--- config.mk ---
export PLATFORM = sky130hd
export DESIGN_NAME = linear_to_tiled_texture_scatter_top_flat
export DESIGN_NICKNAME = d
export VERILOG_FILES = /design/src/ltts_pkg.sv /design/src/ltts_pixel_if.sv /design/src/ltts_result_if.sv /design/src/ltts_cfg_if.sv /design/src/ltts_map.sv /design/src/linear_to_tiled_texture_scatter_top.sv /design/src/flat_wrapper.sv
export SDC_FILE = /design/constraint.sdc
export NUM_CORES = 1
export LEC_CHECK = 0
export ABC_AREA = 0
export BUFFER_PORTS_ARGS = -buffer_cell sky130_fd_sc_hd__buf_2
export CAP_MARGIN = 20
export CORE_AREA = 2 2 97 193
export CTS_CLUSTER_DIAMETER = 60
export CTS_CLUSTER_SIZE = 30
export DETAILED_ROUTE_END_ITERATION = 10
export DIE_AREA = 0 0 99 195
export PLACE_DENSITY_LB_ADDON = 0.2
export SYNTH_ARGS = -nofsm -noshare
export SYNTH_HDL_FRONTEND = slang
export SYNTH_SLANG_ARGS = --single-unit
--- constraint.sdc ---
create_clock -name clk -period 5.8 [get_ports clk]
set_input_delay 0.87 -clock clk [delete_from_list [all_inputs] [get_ports clk]]
set_output_delay 0.87 -clock clk [all_outputs]
set_load 0.02 [all_outputs]
--- src/ltts_pkg.sv ---
// ----------------------------------------------------------------------------
// ltts_pkg
// Shared types and constants for the linear-to-tiled texture scatter block.
// ----------------------------------------------------------------------------
`default_nettype none

package ltts_pkg;

  localparam int MAX_WIDTH  = 1024;
  localparam int MAX_HEIGHT = 1024;

  localparam int COORD_W  = 10;
  localparam int VALUE_W  = 32;
  localparam int DIM_W    = 11;
  localparam int HALF_W   = 16;
  localparam int OFFSET_W = 22;
  localparam int REG_IDX_W = 2;

  localparam int TCOORD_W  = COORD_W - 2;
  localparam int TILES_X_W = $clog2(MAX_WIDTH / 4 + 1);
  localparam int TILES_Y_W = $clog2(MAX_HEIGHT / 4 + 1);
  localparam int TILE_W    = TCOORD_W + TILES_X_W;

  localparam logic [DIM_W-1:0] RESET_WIDTH  = DIM_W'(640);
  localparam logic [DIM_W-1:0] RESET_HEIGHT = DIM_W'(480);

  typedef enum logic [REG_IDX_W-1:0] {
    REG_IMAGE_WIDTH  = 2'd0,
    REG_IMAGE_HEIGHT = 2'd1,
    REG_PIXEL_MODE   = 2'd2
  } cfg_reg_t;

  typedef enum logic {
    MODE_RGBA8  = 1'b0,
    MODE_R5G6B5 = 1'b1
  } pixel_mode_t;

  typedef struct packed {
    logic [DIM_W-1:0] image_width;
    logic [DIM_W-1:0] image_height;
    pixel_mode_t      pixel_mode;
  } cfg_t;

  typedef struct packed {
    logic [OFFSET_W-1:0] byte_offset;
    logic [HALF_W-1:0]   first_half;
    logic [HALF_W-1:0]   second_half;
    logic                second_valid;
    logic                dropped;
  } res_t;

endpackage

`default_nettype wire

--- src/ltts_pixel_if.sv ---
// ----------------------------------------------------------------------------
// ltts_pixel_if
// Input pixel channel: valid/ready handshake with position and color.
// ----------------------------------------------------------------------------
`default_nettype none

interface ltts_pixel_if;
  logic                           valid;
  logic                           ready;
  logic [ltts_pkg::COORD_W-1:0]   pixel_x;
  logic [ltts_pkg::COORD_W-1:0]   pixel_y;
  logic [ltts_pkg::VALUE_W-1:0]   pixel_value;

  modport source (output valid, output pixel_x, output pixel_y, output pixel_value,
                  input ready);
  modport sink (input valid, input pixel_x, input pixel_y, input pixel_value,
                output ready);
endinterface

`default_nettype wire

--- src/ltts_result_if.sv ---
// ----------------------------------------------------------------------------
// ltts_result_if
// Result channel: valid/ready handshake with the tiled write description.
// ----------------------------------------------------------------------------
`default_nettype none

interface ltts_result_if;
  logic                            valid;
  logic                            ready;
  logic [ltts_pkg::OFFSET_W-1:0]   byte_offset;
  logic [ltts_pkg::HALF_W-1:0]     first_half;
  logic [ltts_pkg::HALF_W-1:0]     second_half;
  logic                            second_valid;
  logic                            dropped;

  modport source (output valid, output byte_offset, output first_half,
                  output second_half, output second_valid, output dropped,
                  input ready);
  modport sink (input valid, input byte_offset, input first_half,
                input second_half, input second_valid, input dropped,
                output ready);
endinterface

`default_nettype wire

--- src/ltts_cfg_if.sv ---
// ----------------------------------------------------------------------------
// ltts_cfg_if
// Configuration write channel: valid/ready handshake with index and data.
// ----------------------------------------------------------------------------
`default_nettype none

interface ltts_cfg_if;
  logic                             valid;
  logic                             ready;
  logic [ltts_pkg::REG_IDX_W-1:0]   reg_index;
  logic [ltts_pkg::DIM_W-1:0]       data;

  modport source (output valid, output reg_index, output data, input ready);
  modport sink (input valid, input reg_index, input data, output ready);
endinterface

`default_nettype wire

--- src/ltts_map.sv ---
// ----------------------------------------------------------------------------
// ltts_map
// Maps one pixel position and color to its tile byte offset and halfwords.
// ----------------------------------------------------------------------------
`default_nettype none

module ltts_map (
  input  ltts_pkg::cfg_t                 cfg,
  input  logic [ltts_pkg::COORD_W-1:0]   pixel_x,
  input  logic [ltts_pkg::COORD_W-1:0]   pixel_y,
  input  logic [ltts_pkg::VALUE_W-1:0]   pixel_value,
  output ltts_pkg::res_t                 res
);
  import ltts_pkg::*;

  localparam logic [DIM_W-1:0] WIDTH_LIMIT  = DIM_W'(MAX_WIDTH);
  localparam logic [DIM_W-1:0] HEIGHT_LIMIT = DIM_W'(MAX_HEIGHT);

  logic [DIM_W-1:0]     width_eff;
  logic [DIM_W-1:0]     height_eff;
  logic [TILES_X_W-1:0] tiles_x;
  logic [TILES_Y_W-1:0] tiles_y;
  logic [TCOORD_W-1:0]  tile_col;
  logic [TCOORD_W-1:0]  tile_row;
  logic [3:0]           slot;
  logic [TILE_W-1:0]    tile;
  logic                 outside;

  always_comb begin
    width_eff  = (cfg.image_width > WIDTH_LIMIT) ? WIDTH_LIMIT : cfg.image_width;
    height_eff = (cfg.image_height > HEIGHT_LIMIT) ? HEIGHT_LIMIT : cfg.image_height;
    tiles_x    = TILES_X_W'(width_eff >> 2);
    tiles_y    = TILES_Y_W'(height_eff >> 2);
    tile_col   = pixel_x[COORD_W-1:2];
    tile_row   = pixel_y[COORD_W-1:2];
    slot       = {pixel_y[1:0], pixel_x[1:0]};
    outside    = (TILE_W'(tile_col) >= TILE_W'(tiles_x)) ||
                 (TILE_W'(tile_row) >= TILE_W'(tiles_y));
    tile       = TILE_W'(TILE_W'(tile_row) * TILE_W'(tiles_x)) + TILE_W'(tile_col);

    res = '0;
    if (outside) begin
      res.dropped = 1'b1;
    end else begin
      case (cfg.pixel_mode)
        MODE_RGBA8: begin
          res.byte_offset  = OFFSET_W'({tile, 1'b0, slot, 1'b0});
          res.first_half   = {pixel_value[7:0], pixel_value[31:24]};
          res.second_half  = pixel_value[23:8];
          res.second_valid = 1'b1;
        end
        MODE_R5G6B5: begin
          res.byte_offset  = OFFSET_W'({tile, slot, 1'b0});
          res.first_half   = pixel_value[HALF_W-1:0];
        end
        default: begin
          res = '0;
        end
      endcase
    end
  end

endmodule

`default_nettype wire

--- src/linear_to_tiled_texture_scatter_top.sv ---
// ----------------------------------------------------------------------------
// linear_to_tiled_texture_scatter_top
// Scatters raster pixels into a 4x4-tiled texture layout. Each accepted pixel
// yields one result: the pixel is held in the input register, mapped through
// one 8x9 multiply and an add, and the result is held in an output register.
// The block takes one pixel every cycle while the result side keeps up; a
// stalled result holds the output register and the input register fills
// behind it before ready drops. Pixels outside the whole tiles of the
// configured width and height come out flagged as dropped with zero fields.
// Configuration writes are always taken and should only be made while idle.
// ----------------------------------------------------------------------------
`default_nettype none

module linear_to_tiled_texture_scatter_top (
  input  logic          clk,
  input  logic          rst,
  ltts_cfg_if.sink      cfg,
  ltts_pixel_if.sink    pixel,
  ltts_result_if.source result
);
  import ltts_pkg::*;

  cfg_t                config_regs;
  logic                in_valid;
  logic [COORD_W-1:0]  in_x;
  logic [COORD_W-1:0]  in_y;
  logic [VALUE_W-1:0]  in_value;
  res_t                map_res;
  res_t                out_res;
  logic                out_valid;
  logic                out_free;

  assign cfg.ready = 1'b1;

  always_ff @(posedge clk) begin
    if (rst) begin
      config_regs.image_width  <= RESET_WIDTH;
      config_regs.image_height <= RESET_HEIGHT;
      config_regs.pixel_mode   <= MODE_RGBA8;
    end else if (cfg.valid) begin
      case (cfg_reg_t'(cfg.reg_index))
        REG_IMAGE_WIDTH:  config_regs.image_width  <= cfg.data;
        REG_IMAGE_HEIGHT: config_regs.image_height <= cfg.data;
        REG_PIXEL_MODE:   config_regs.pixel_mode   <= pixel_mode_t'(cfg.data[0]);
        default: begin
        end
      endcase
    end
  end

  assign out_free    = !out_valid || result.ready;
  assign pixel.ready = !in_valid || out_free;

  always_ff @(posedge clk) begin
    if (rst) begin
      in_valid <= 1'b0;
    end else if (pixel.ready) begin
      in_valid <= pixel.valid;
    end
  end

  always_ff @(posedge clk) begin
    if (pixel.valid && pixel.ready) begin
      in_x     <= pixel.pixel_x;
      in_y     <= pixel.pixel_y;
      in_value <= pixel.pixel_value;
    end
  end

  ltts_map u_map (
    .cfg         (config_regs),
    .pixel_x     (in_x),
    .pixel_y     (in_y),
    .pixel_value (in_value),
    .res         (map_res)
  );

  always_ff @(posedge clk) begin
    if (rst) begin
      out_valid <= 1'b0;
    end else if (out_free) begin
      out_valid <= in_valid;
    end
  end

  always_ff @(posedge clk) begin
    if (out_free && in_valid) begin
      out_res <= map_res;
    end
  end

  assign result.valid        = out_valid;
  assign result.byte_offset  = out_res.byte_offset;
  assign result.first_half   = out_res.first_half;
  assign result.second_half  = out_res.second_half;
  assign result.second_valid = out_res.second_valid;
  assign result.dropped      = out_res.dropped;

endmodule

`default_nettype wire
--- src/flat_wrapper.sv ---
// flat-port wrapper written by rule: the top's interface ports become plain ports
module linear_to_tiled_texture_scatter_top_flat import ltts_pkg::*;
  (clk, rst, cfg_valid, cfg_reg_index, cfg_data, cfg_ready, pixel_valid, pixel_pixel_x, pixel_pixel_y, pixel_pixel_value, pixel_ready, result_valid, result_byte_offset, result_first_half, result_second_half, result_second_valid, result_dropped, result_ready);
  ltts_cfg_if cfg_i ();
  ltts_pixel_if pixel_i ();
  ltts_result_if result_i ();
  input  logic clk;
  input  logic rst;
  input wire logic [$bits(cfg_i.valid)-1:0] cfg_valid;
  input wire logic [$bits(cfg_i.reg_index)-1:0] cfg_reg_index;
  input wire logic [$bits(cfg_i.data)-1:0] cfg_data;
  output wire logic [$bits(cfg_i.ready)-1:0] cfg_ready;
  input wire logic [$bits(pixel_i.valid)-1:0] pixel_valid;
  input wire logic [$bits(pixel_i.pixel_x)-1:0] pixel_pixel_x;
  input wire logic [$bits(pixel_i.pixel_y)-1:0] pixel_pixel_y;
  input wire logic [$bits(pixel_i.pixel_value)-1:0] pixel_pixel_value;
  output wire logic [$bits(pixel_i.ready)-1:0] pixel_ready;
  output wire logic [$bits(result_i.valid)-1:0] result_valid;
  output wire logic [$bits(result_i.byte_offset)-1:0] result_byte_offset;
  output wire logic [$bits(result_i.first_half)-1:0] result_first_half;
  output wire logic [$bits(result_i.second_half)-1:0] result_second_half;
  output wire logic [$bits(result_i.second_valid)-1:0] result_second_valid;
  output wire logic [$bits(result_i.dropped)-1:0] result_dropped;
  input wire logic [$bits(result_i.ready)-1:0] result_ready;
  assign cfg_i.valid = cfg_valid;
  assign cfg_i.reg_index = cfg_reg_index;
  assign cfg_i.data = cfg_data;
  assign cfg_ready = cfg_i.ready;
  assign pixel_i.valid = pixel_valid;
  assign pixel_i.pixel_x = pixel_pixel_x;
  assign pixel_i.pixel_y = pixel_pixel_y;
  assign pixel_i.pixel_value = pixel_pixel_value;
  assign pixel_ready = pixel_i.ready;
  assign result_valid = result_i.valid;
  assign result_byte_offset = result_i.byte_offset;
  assign result_first_half = result_i.first_half;
  assign result_second_half = result_i.second_half;
  assign result_second_valid = result_i.second_valid;
  assign result_dropped = result_i.dropped;
  assign result_i.ready = result_ready;
  linear_to_tiled_texture_scatter_top u_core (.clk(clk), .rst(rst), .cfg(cfg_i), .pixel(pixel_i), .result(result_i));
endmodule
==> flow_summary.ini, run 1 <==
[layout]
drive_above_1_share_pct = 22.99
syn_to_final_growth_pct = 17.46
antennaDiodeCount = 0
layout_commonest_cell = buf_2
fill_cells = 1563
nNetsFinal = 983
mostFrequentLayoutCells = buf_2 (125), edfxtp_1 (107), inv_1 (87)

[power_and_ir_drop]
p_seq_share_pct = 39.4
ir_drop_mv = 0.1745
power_density_nw_per_um2 = 302.4
switching_share_pct = 29.73
power_switching_uw = 833.0
internal_power_mw = 1.969
p_leak_nw = 4.054
clockPowerShare_pct = 37.8
power_frac_comb_pct = 22.8

[clock_network]
insertion_delay_ps = 420
clock_path_buffers = 2
postCtsHoldBufs = 0
cts_made_buffers = 17
cts_resized = 0
htreeDepth = 4
cts_setup_buffers = 0
clk_pin_slew_worst_paths_ps = 60
root_buffer = clkbuf_16
cts_sinks = 128
tritoncts = built

[floorplan]
die_h_um = 195
start_util_pct = 44.57
die_area_um2 = 19310
die_width_um = 99
coreArea_um2 = 17700
num_rows = 69
ioPinCount = 129

[detailed_routing]
drt-initial-drc-count = 155
vias = 5271
wl_per_cell_um = 15.54
drcViolationCount = 0
postRouteAntennaNets = 0
dr.pass1.iters = 5
viasPerCell = 5.093
drt-total-wl_mm = 16.08

[timing]
slew_violations = 0
finClkSkew_ps = 11.24
worstMarginPinSlew_ps = 848.6
rsz0062_at_grt = no
timing.fmax_mhz = 188.2
setup_viol = 0
fin_crit_sh_pct = 91.60
final.setup.tns_ps = 0
hold_violations = 0
setup_ws_ps = 487.2
relSlewSlack_pct = 43.31
fin_crit_ps = 5313

[critical_path]
start_kind = flop
worstRegToRegCells = 15
worstPathMaxFanout = 19
r2r-end = u_core.result.byte_offset[18]
critPathArrivalTime_ps = 5450
r2r-start = u_core.config_regs[22]
critPathKind = flop to flop
crit_required_ps = 5940
cp-end-kind = flop
r2r_slack_ps = 490

[synth]
synth_compound_area_share_pct = 5.615
synth_cells = 692
synth_cell_types = 57
synth_nets = 866
synth_largest_area_cell = edfxtp_1
syn-cell-area_um2 = 7889
synth_xor_area_share_pct = 1.110
yosys.area.top_type_share_pct = 40.73
synth_top_family_by_area = adder cells
muxShareOfSynthArea_pct = 3.426
yosysSeqAreaShare_pct = 46.06
synth_fa_ha_area_share_pct = 21.25
yosys.area_share.simple_pct = 16.23
syn_avg_cell_area_um2 = 11.40
ys_ff_latch = 128
yosys_warnings = 0
yosys-top-cells-area = edfxtp_1 (41%), fa_1 (13%), ha_1 (8.6%), dfxtp_1 (5.3%), and2_1 (4.3%)

[worst_hold_path]
min_path_type = flop to flop
min_to = u_core.config_regs[16]
min_from = u_core.config_regs[16]
hold_depth = 2

[global_route]
grt_use_total_pct = 17.29
overflow = 0
antenna_found_initial = 0
grt_pass1_vias = 5595
grt_max_degree = 56
grt_pass1_wl_mm = 26.25

[place]
dp_hpwl_mm = 12.07
place_ws_ps = 485.6
place.gp.congestion = 0.8434
port_buffers = 125

[job]
cap_violations = 0

[outcome]
status = finished, final reports clean
[critical path, stage by stage (launching register included)]
cell and delay [ps]:
dfxtp_1 490, nor2b_1 620, and2_1 250, fa_1 450, fa_1 520, fa_1 550
inv_1 50, fa_1 520, inv_1 40, ha_1 350, a21oi_1 260, nand2_1 130
o21a_1 180, or3_1 400, mux2i_1 150, nor2_1 60
[state kept, by name, indices dropped and copies added (netlist names)]
register / flops
u_core.in_x: 10
u_core.result.first_half: 16
u_core.result.valid: 1
u_core.in_y: 10
u_core.result.second_half: 16
u_core.result.dropped: 1
u_core.in_valid: 1
u_core.config_regs: 19
u_core.result.byte_offset: 21
u_core.in_value: 32
u_core.result.second_valid: 1
[cell families (layout without fill, tap and decap cells)]
family,Yosys count,count (layout)
and+or+nand+nor,233,233
DFF,128,128
buffers and inverters,120,250
adders and majority gates,104,104
AOI/OAI and AO/OA,68,68
muxes,27,27
xor gates and xnor gates,10,10
other,2,2
[how the worst max path moves through the flow]
stage	startpoint	endpoint	depth (start not counted)
after floorplan	u_core.config_regs[22]	u_core.result.byte_offset[18]	17
after global placement	u_core.config_regs[22]	u_core.result.byte_offset[18]	15
after detailed placement	u_core.config_regs[22]	u_core.result.byte_offset[18]	15
after CTS	u_core.config_regs[22]	u_core.result.byte_offset[18]	15
after global routing	u_core.config_regs[22]	u_core.result.byte_offset[19]	15
final	u_core.config_regs[22]	u_core.result.byte_offset[18]	15
[Yosys cell counts, drive strengths merged]
cell type	n
a211oi	3
a21boi	1
a21o	5
a21oi	34
a22o	1
a22oi	1
a311o	1
a311oi	2
a31oi	3
and2	55
and3	1
and3b	1
buf	13
clkbuf	19
conb	2
dfxtp	21
edfxtp	107
fa	50
ha	54
inv	88
mux2i	27
nand2	66
nand2b	12
nand3	3
nand3b	8
nand4	2
nand4b	2
nor2	44
nor2b	13
nor3	3
nor3b	18
nor4b	1
o211ai	5
o21a	1
o21ai	8
o21bai	2
o221ai	1
or2	1
or3	2
or3b	1
xnor2	6
xor2	4
[through the flow]
| stage | hold slack [ps] | total power [mW] | area (µm²) | util (%) | std cells |
|---|---|---|---|---|---|
| after floorplan | 429.1 | 1.618 | 7889 | - | 692 |
| after global placement | 446.9 | 1.755 | 8680 | 49.04 | 1003 |
| after detailed placement | 444.9 | 1.770 | 8680 | 49.04 | 1003 |
| after CTS | 453.2 | 2.838 | 9266 | 52.36 | 1035 |
| after global routing | 476.7 | 2.966 | 9266 | 52.36 | 1035 |
| final | 448.8 | 2.802 | 9266 | 52.36 | 1035 |
[power by group through the flow]
stage,Clock (mW),Sequential (mW),Combinational [mW]
floorplan,0,1.15,0.468
global placement,0,1.12,0.634
detailed placement,0,1.12,0.647
CTS,1.08,1.10,0.650
global route,1.12,1.11,0.733
finish,1.06,1.10,0.640
[layout make-up]
| cell class | instances | area [µm²] | share of cell area (%) |
|---|---|---|---|
| sequential | 128 | 3635 | 39.22 |
| multi-input combinational | 444 | 3785 | 40.85 |
| timing repair buffer | 130 | 663.1 | 7.156 |
| clock inverter | 15 | 161.4 | 1.742 |
| tap | 213 | 266.5 | 2.876 |
| clock buffer | 17 | 425.4 | 4.591 |
| inverter | 88 | 330.3 | 3.565 |
[routing by layer]
layer | global-route usage, % | wire length [µm]
met2 | 33.48 | 9110
met4 | 8.067 | 395
met1 | 16.97 | 5912
met3 | 3.472 | 660
met5 | 0 | 0
(Power assumes the default switching activity.)
==> inputs of run 2 (changes only) <==
--- a/config.mk
+++ b/config.mk
@@ -8,11 +8,11 @@
 export ABC_AREA = 0
 export BUFFER_PORTS_ARGS = -buffer_cell sky130_fd_sc_hd__buf_2
 export CAP_MARGIN = 20
-export CORE_AREA = 2 2 97 193
+export CORE_AREA = 2 2 105 209
 export CTS_CLUSTER_DIAMETER = 60
 export CTS_CLUSTER_SIZE = 30
 export DETAILED_ROUTE_END_ITERATION = 10
-export DIE_AREA = 0 0 99 195
+export DIE_AREA = 0 0 107 211
 export PLACE_DENSITY_LB_ADDON = 0.2
 export SYNTH_ARGS = -nofsm -noshare
 export SYNTH_HDL_FRONTEND = slang
==> run 2 against run 1 <==
  * Count of clock-buffer cells in the layout up 5
  * Clock power increased by 7%
  * Die area up 17%
==> flow_summary.ini, run 2 (synthesis gave the netlist of run 1 again) <==
[timing]
fin_crit_sh_pct = 90.83
fin_crit_ps = 5268
hold_violations = 0
timing.fmax_mhz = 189.8
slew_violations = 0
relSlewSlack_pct = 50.98
rsz0062_at_grt = no
hold_slack_ps = 449.7
finClkSkew_ps = 10.36
setup_viol = 0
worstMarginPinSlew_ps = 735.3
final.setup.tns_ps = 0

[power_and_ir_drop]
p_leak_nw = 4.106
power_frac_comb_pct = 22.3
internal_power_mw = 2.064
p_seq_share_pct = 38.3
power_switching_uw = 810.5
power_density_nw_per_um2 = 305.9
switching_share_pct = 28.19
ir_drop_mv = 0.2537
clockPowerShare_pct = 39.3
power_mw = 2.875

[layout]
nNetsFinal = 987
syn_to_final_growth_pct = 19.13
largest_reg_flops = 32
max_flop_register = u_core.in_value
fill_cells = 2001
drive_above_1_share_pct = 22.88
mostFrequentLayoutCells = buf_2 (126), edfxtp_1 (107), inv_1 (87)
layout_commonest_cell = buf_2

[detailed_routing]
vias = 5166
dr.pass1.iters = 4
wl_per_cell_um = 14.61
drt-initial-drc-count = 124
drcViolationCount = 0
viasPerCell = 4.709
postRouteAntennaNets = 0
drt-total-wl_mm = 16.03

[clock_network]
cts_sinks = 128
root_buffer = clkbuf_16
clock_path_buffers = 2
tritoncts = built
htreeDepth = 4
insertion_delay_ps = 430
cts_resized = 0
postCtsHoldBufs = 0
cts_made_buffers = 17
cts_setup_buffers = 0
clk_pin_slew_worst_paths_ps = 60

[critical_path]
cp-end-kind = flop
r2r-start = u_core.config_regs[22]
r2r_slack_ps = 530
crit_required_ps = 5950
critPathArrivalTime_ps = 5420
cp_slowest_cell = dfxtp_1
cp_num_buf_inv = 4
crit_family = adder cells
worstRegToRegCells = 17
crit_cells = 17
crit_start = u_core.config_regs[22]
slowest_delay_ps = 730
cp_cell_sequence = nor2b_1, and2_1, fa_1, inv_1, fa_1, inv_1, fa_1, inv_1, fa_1, inv_1, ha_1, a21oi_1, o211ai_2, a311oi_2, xnor2_1, mux2i_1, nor2_1
start_kind = flop
critPathKind = flop to flop
worstPathMaxFanout = 19

[place]
dp_hpwl_mm = 12.08
place.gp.congestion = 0.7790
port_buffers = 125

[floorplan]
die_h_um = 211
coreArea_um2 = 20930
start_util_pct = 37.70
num_rows = 75
die_area_um2 = 22580
die_width_um = 107
ioPinCount = 129

[global_route]
grt_max_degree = 56
antenna_found_initial = 2
grt_use_total_pct = 15.16
grt_pass1_wl_mm = 26.13
overflow = 0
grt_pass1_vias = 5416

[job]
cap_violations = 0

[outcome]
status = finished, final reports clean

[worst_hold_path]
min_path_type = flop to flop
min_from = u_core.config_regs[20]
hold_depth = 2
==> run 2: power by group through the flow <==
stage,registers (mW),logic (mW),clock network [mW]
final,1.10,0.642,1.13
after global routing,1.11,0.735,1.20
after CTS,1.10,0.657,1.17
after detailed placement,1.12,0.653,0
after global placement,1.12,0.644,0
after floorplan,1.15,0.468,0
==> run 2: stage by stage <==
stage / instance area [µm²] / util, % / cells / setup WS, ps
after floorplan: 7889 / - / 692 / 1108
after global placement: 8772 / 41.92 / 1062 / 535.7
after detailed placement: 8772 / 41.92 / 1062 / 493.7
after CTS: 9388 / 44.86 / 1094 / 478.5
after global routing: 9398 / 44.91 / 1097 / 182.5
final: 9398 / 44.91 / 1097 / 531.7
==> run 2: path summary, 6_finish.rpt <==
| path | end |
|---|---|
| max | u_core.result.byte_offset[19] |
| min | u_core.config_regs[20] |
| max reg2reg | u_core.result.byte_offset[19] |
| min reg2reg | u_core.config_regs[20] |
==> run 2: final cells by class <==
class                   instances  area (µm²)  area share (%)
repair buffers                134       690.7           7.349
flip-flops and latches        128        3635           38.68
well taps                     269       336.6           3.581
multi-input cells             444        3785           40.27
clock inverters                10       161.4           1.717
inverters                      88       330.3           3.515
clock buffers                  22       454.2           4.833
diodes                          2       5.005         0.05326
==> run 2: layer usage <==
metal / vias up / share of wire (%) / global-route usage [%]
met5: - / 0 / 0
met4: 0 / 2.0 / 6.404
met3: 19 / 4.0 / 3.579
met2: 122 / 55 / 27.76
met1: 2476 / 39 / 16.41
li1: 2549 / - / -
==> run 2: worst reg2reg max path, cell delays in order, from the launching register on <==
cell      delay, ps
dfxtp_1         730
nor2b_1         330
and2_1          270
fa_1            540
inv_1            50
fa_1            480
inv_1            60
fa_1            530
inv_1            60
fa_1            530
inv_1            50
ha_1            350
a21oi_1         230
o211ai_2        180
a311oi_2        310
xnor2_1         120
mux2i_1         140
nor2_1           50
==> inputs of run 3 (changes only) <==
--- a/config.mk
+++ b/config.mk
@@ -8,11 +8,12 @@
 export ABC_AREA = 0
 export BUFFER_PORTS_ARGS = -buffer_cell sky130_fd_sc_hd__buf_2
 export CAP_MARGIN = 20
-export CORE_AREA = 2 2 105 209
+export CORE_AREA = 2 2 88 175
 export CTS_CLUSTER_DIAMETER = 60
 export CTS_CLUSTER_SIZE = 30
 export DETAILED_ROUTE_END_ITERATION = 10
-export DIE_AREA = 0 0 107 211
+export DIE_AREA = 0 0 90 177
+export GPL_ROUTABILITY_DRIVEN = 0
 export PLACE_DENSITY_LB_ADDON = 0.2
 export SYNTH_ARGS = -nofsm -noshare
 export SYNTH_HDL_FRONTEND = slang
==> run 3 against run 2 <==
  * Final area fell by 1.5%
  * Sequential power barely moved
  * Fmax rose by 1.2%
  * Critical path type unchanged
  * Critical endpoint is now u_core.result.byte_offset[18]
  * Register-to-register slack improved by 60 ps
==> flow_summary.ini, run 3 (synthesis gave the netlist of run 1 again) <==
[critical_path]
cp_slowest_cell = nor2b_1
crit_top_cell = fa_1
crit_required_ps = 5950
slowest_delay_ps = 660
start_kind = flop
worstRegToRegCells = 15
r2r_slack_ps = 600
cp-end-kind = flop
critPathCapture = u_core.result.byte_offset[18]
critPathKind = flop to flop
r2r-end = u_core.result.byte_offset[18]
crit_start = u_core.config_regs[22]
cp_cell_sequence = nor2b_1, and2_1, fa_1, fa_1, fa_1, inv_1, fa_1, inv_1, ha_1, a21oi_1, nand2_1, o21a_1, or3_1, mux2i_1, nor2_1
critPathArrivalTime_ps = 5350
r2r-start = u_core.config_regs[22]
worstPathMaxFanout = 13

[clock_network]
insertion_delay_ps = 420
cts_made_buffers = 17
htreeDepth = 4
postCtsHoldBufs = 0
cts_resized = 0
root_buffer = clkbuf_16
clock_path_buffers = 2
tritoncts = built
clk_pin_slew_worst_paths_ps = 60
cts_sinks = 128
cts_setup_buffers = 0

[global_route]
overflow = 0
antenna_found_initial = 0
grt_pass1_wl_mm = 25.34
grt_use_total_pct = 20.23
grt_max_degree = 56
grt_pass1_vias = 5421

[layout]
mostFrequentLayoutCells = buf_2 (125), edfxtp_1 (107), inv_1 (87)
antennaDiodeCount = 0
final_util_pct = 63.13
syn_to_final_growth_pct = 17.34
largest_reg_flops = 32
fill_cells = 1208
max_flop_register = u_core.in_value
nNetsFinal = 985
drive_above_1_share_pct = 23.06
layout_commonest_cell = buf_2
fin_area_um2 = 9256

[timing]
worstMarginPinSlew_ps = 993.9
fin_crit_ps = 5204
slew_violations = 0
finClkSkew_ps = 10.68
hold_slack_ps = 451.5
fin_crit_sh_pct = 89.72
hold_violations = 0
rsz0062_at_grt = no
timing.fmax_mhz = 192.2
relSlewSlack_pct = 33.60
final.setup.tns_ps = 0
setup_viol = 0
setup_ws_ps = 596.2

[power_and_ir_drop]
p_leak_nw = 4.077
internal_power_mw = 1.972
power_density_nw_per_um2 = 302.0
power_frac_comb_pct = 23.0
p_seq_share_pct = 39.4
clockPowerShare_pct = 37.7
switching_share_pct = 29.47
ir_drop_mv = 0.3219
power_switching_uw = 823.9

[place]
placed_area_um2 = 8672
port_buffers = 125
dp_hpwl_mm = 10.67
place_ws_ps = 614.4

[detailed_routing]
postRouteAntennaNets = 0
wl_per_cell_um = 14.85
drt-initial-drc-count = 172
drcViolationCount = 0
viasPerCell = 5.145
vias = 5243
dr.pass1.iters = 6
drt-total-wl_mm = 15.13

[floorplan]
ioPinCount = 129
die_area_um2 = 15930
die_h_um = 177
num_rows = 63
start_util_pct = 53.81
die_width_um = 90
coreArea_um2 = 14660

[worst_hold_path]
min_from = u_core.config_regs[14]
min_path_type = flop to flop

[outcome]
status = finished, final reports clean

[job]
cap_violations = 0
==> run 3: cell count changes in the layout (fill, tap and decap cells not counted), sizes merged <==
cell / previous run / this run
clkinv: 5 / 6
bufinv: 4 / 2
buf: 134 / 132
diode: 2 / 0
clkinvlp: 0 / 2
clkbuf: 22 / 17
inv: 89 / 93
==> run 3: how the worst min path moves through the flow <==
stage	to	cells after the start
2_1_floorplan	u_core.config_regs[19]	2
3_3_place_gp	u_core.config_regs[20]	2
3_5_place_dp	u_core.config_regs[20]	2
6_report	u_core.config_regs[14]	2
4_1_cts	u_core.config_regs[16]	2
5_1_grt	u_core.config_regs[20]	2
==> run 3: power by group through the flow <==
stage	registers (mW)	logic, mW	clock network [mW]
after detailed placement	1.12	0.648	0
after global placement	1.12	0.637	0
after global routing	1.11	0.737	1.11
after floorplan	1.15	0.468	0
after CTS	1.10	0.652	1.08
final	1.10	0.642	1.05
==> run 3: critical path, delay by kind of cell, from the launching register on <==
family / cells / cell delay (ps)
mux: 1 / 160
flops: 1 / 420
fa+ha+maj: 5 / 2400
buf+inv: 2 / 90
simple gates: 5 / 1450
compound gates: 2 / 390
==> run 3: stage by stage <==
step / cells / power (mW)
global placement: 987 / 1.755
finish: 1019 / 2.796
floorplan: 692 / 1.618
CTS: 1019 / 2.831
detailed placement: 987 / 1.767
global route: 1019 / 2.957
==> run 3: routing by layer <==
layer	track usage [%]	share of wire (%)
met5	0	0
met4	8.269	2.0
met3	4.557	3.9
met2	37.09	54
met1	22.51	40
==> run 3: layout make-up <==
type                       count  area [µm²]  share of cell area [%]
tap                          195       244.0                   2.636
multi-input combinational    444        3785                   40.89
clock inverter                15       158.9                   1.717
sequential                   128        3635                   39.27
clock buffer                  17       425.4                   4.596
timing repair buffer         132       678.2                   7.326
inverter                      88       330.3                   3.569
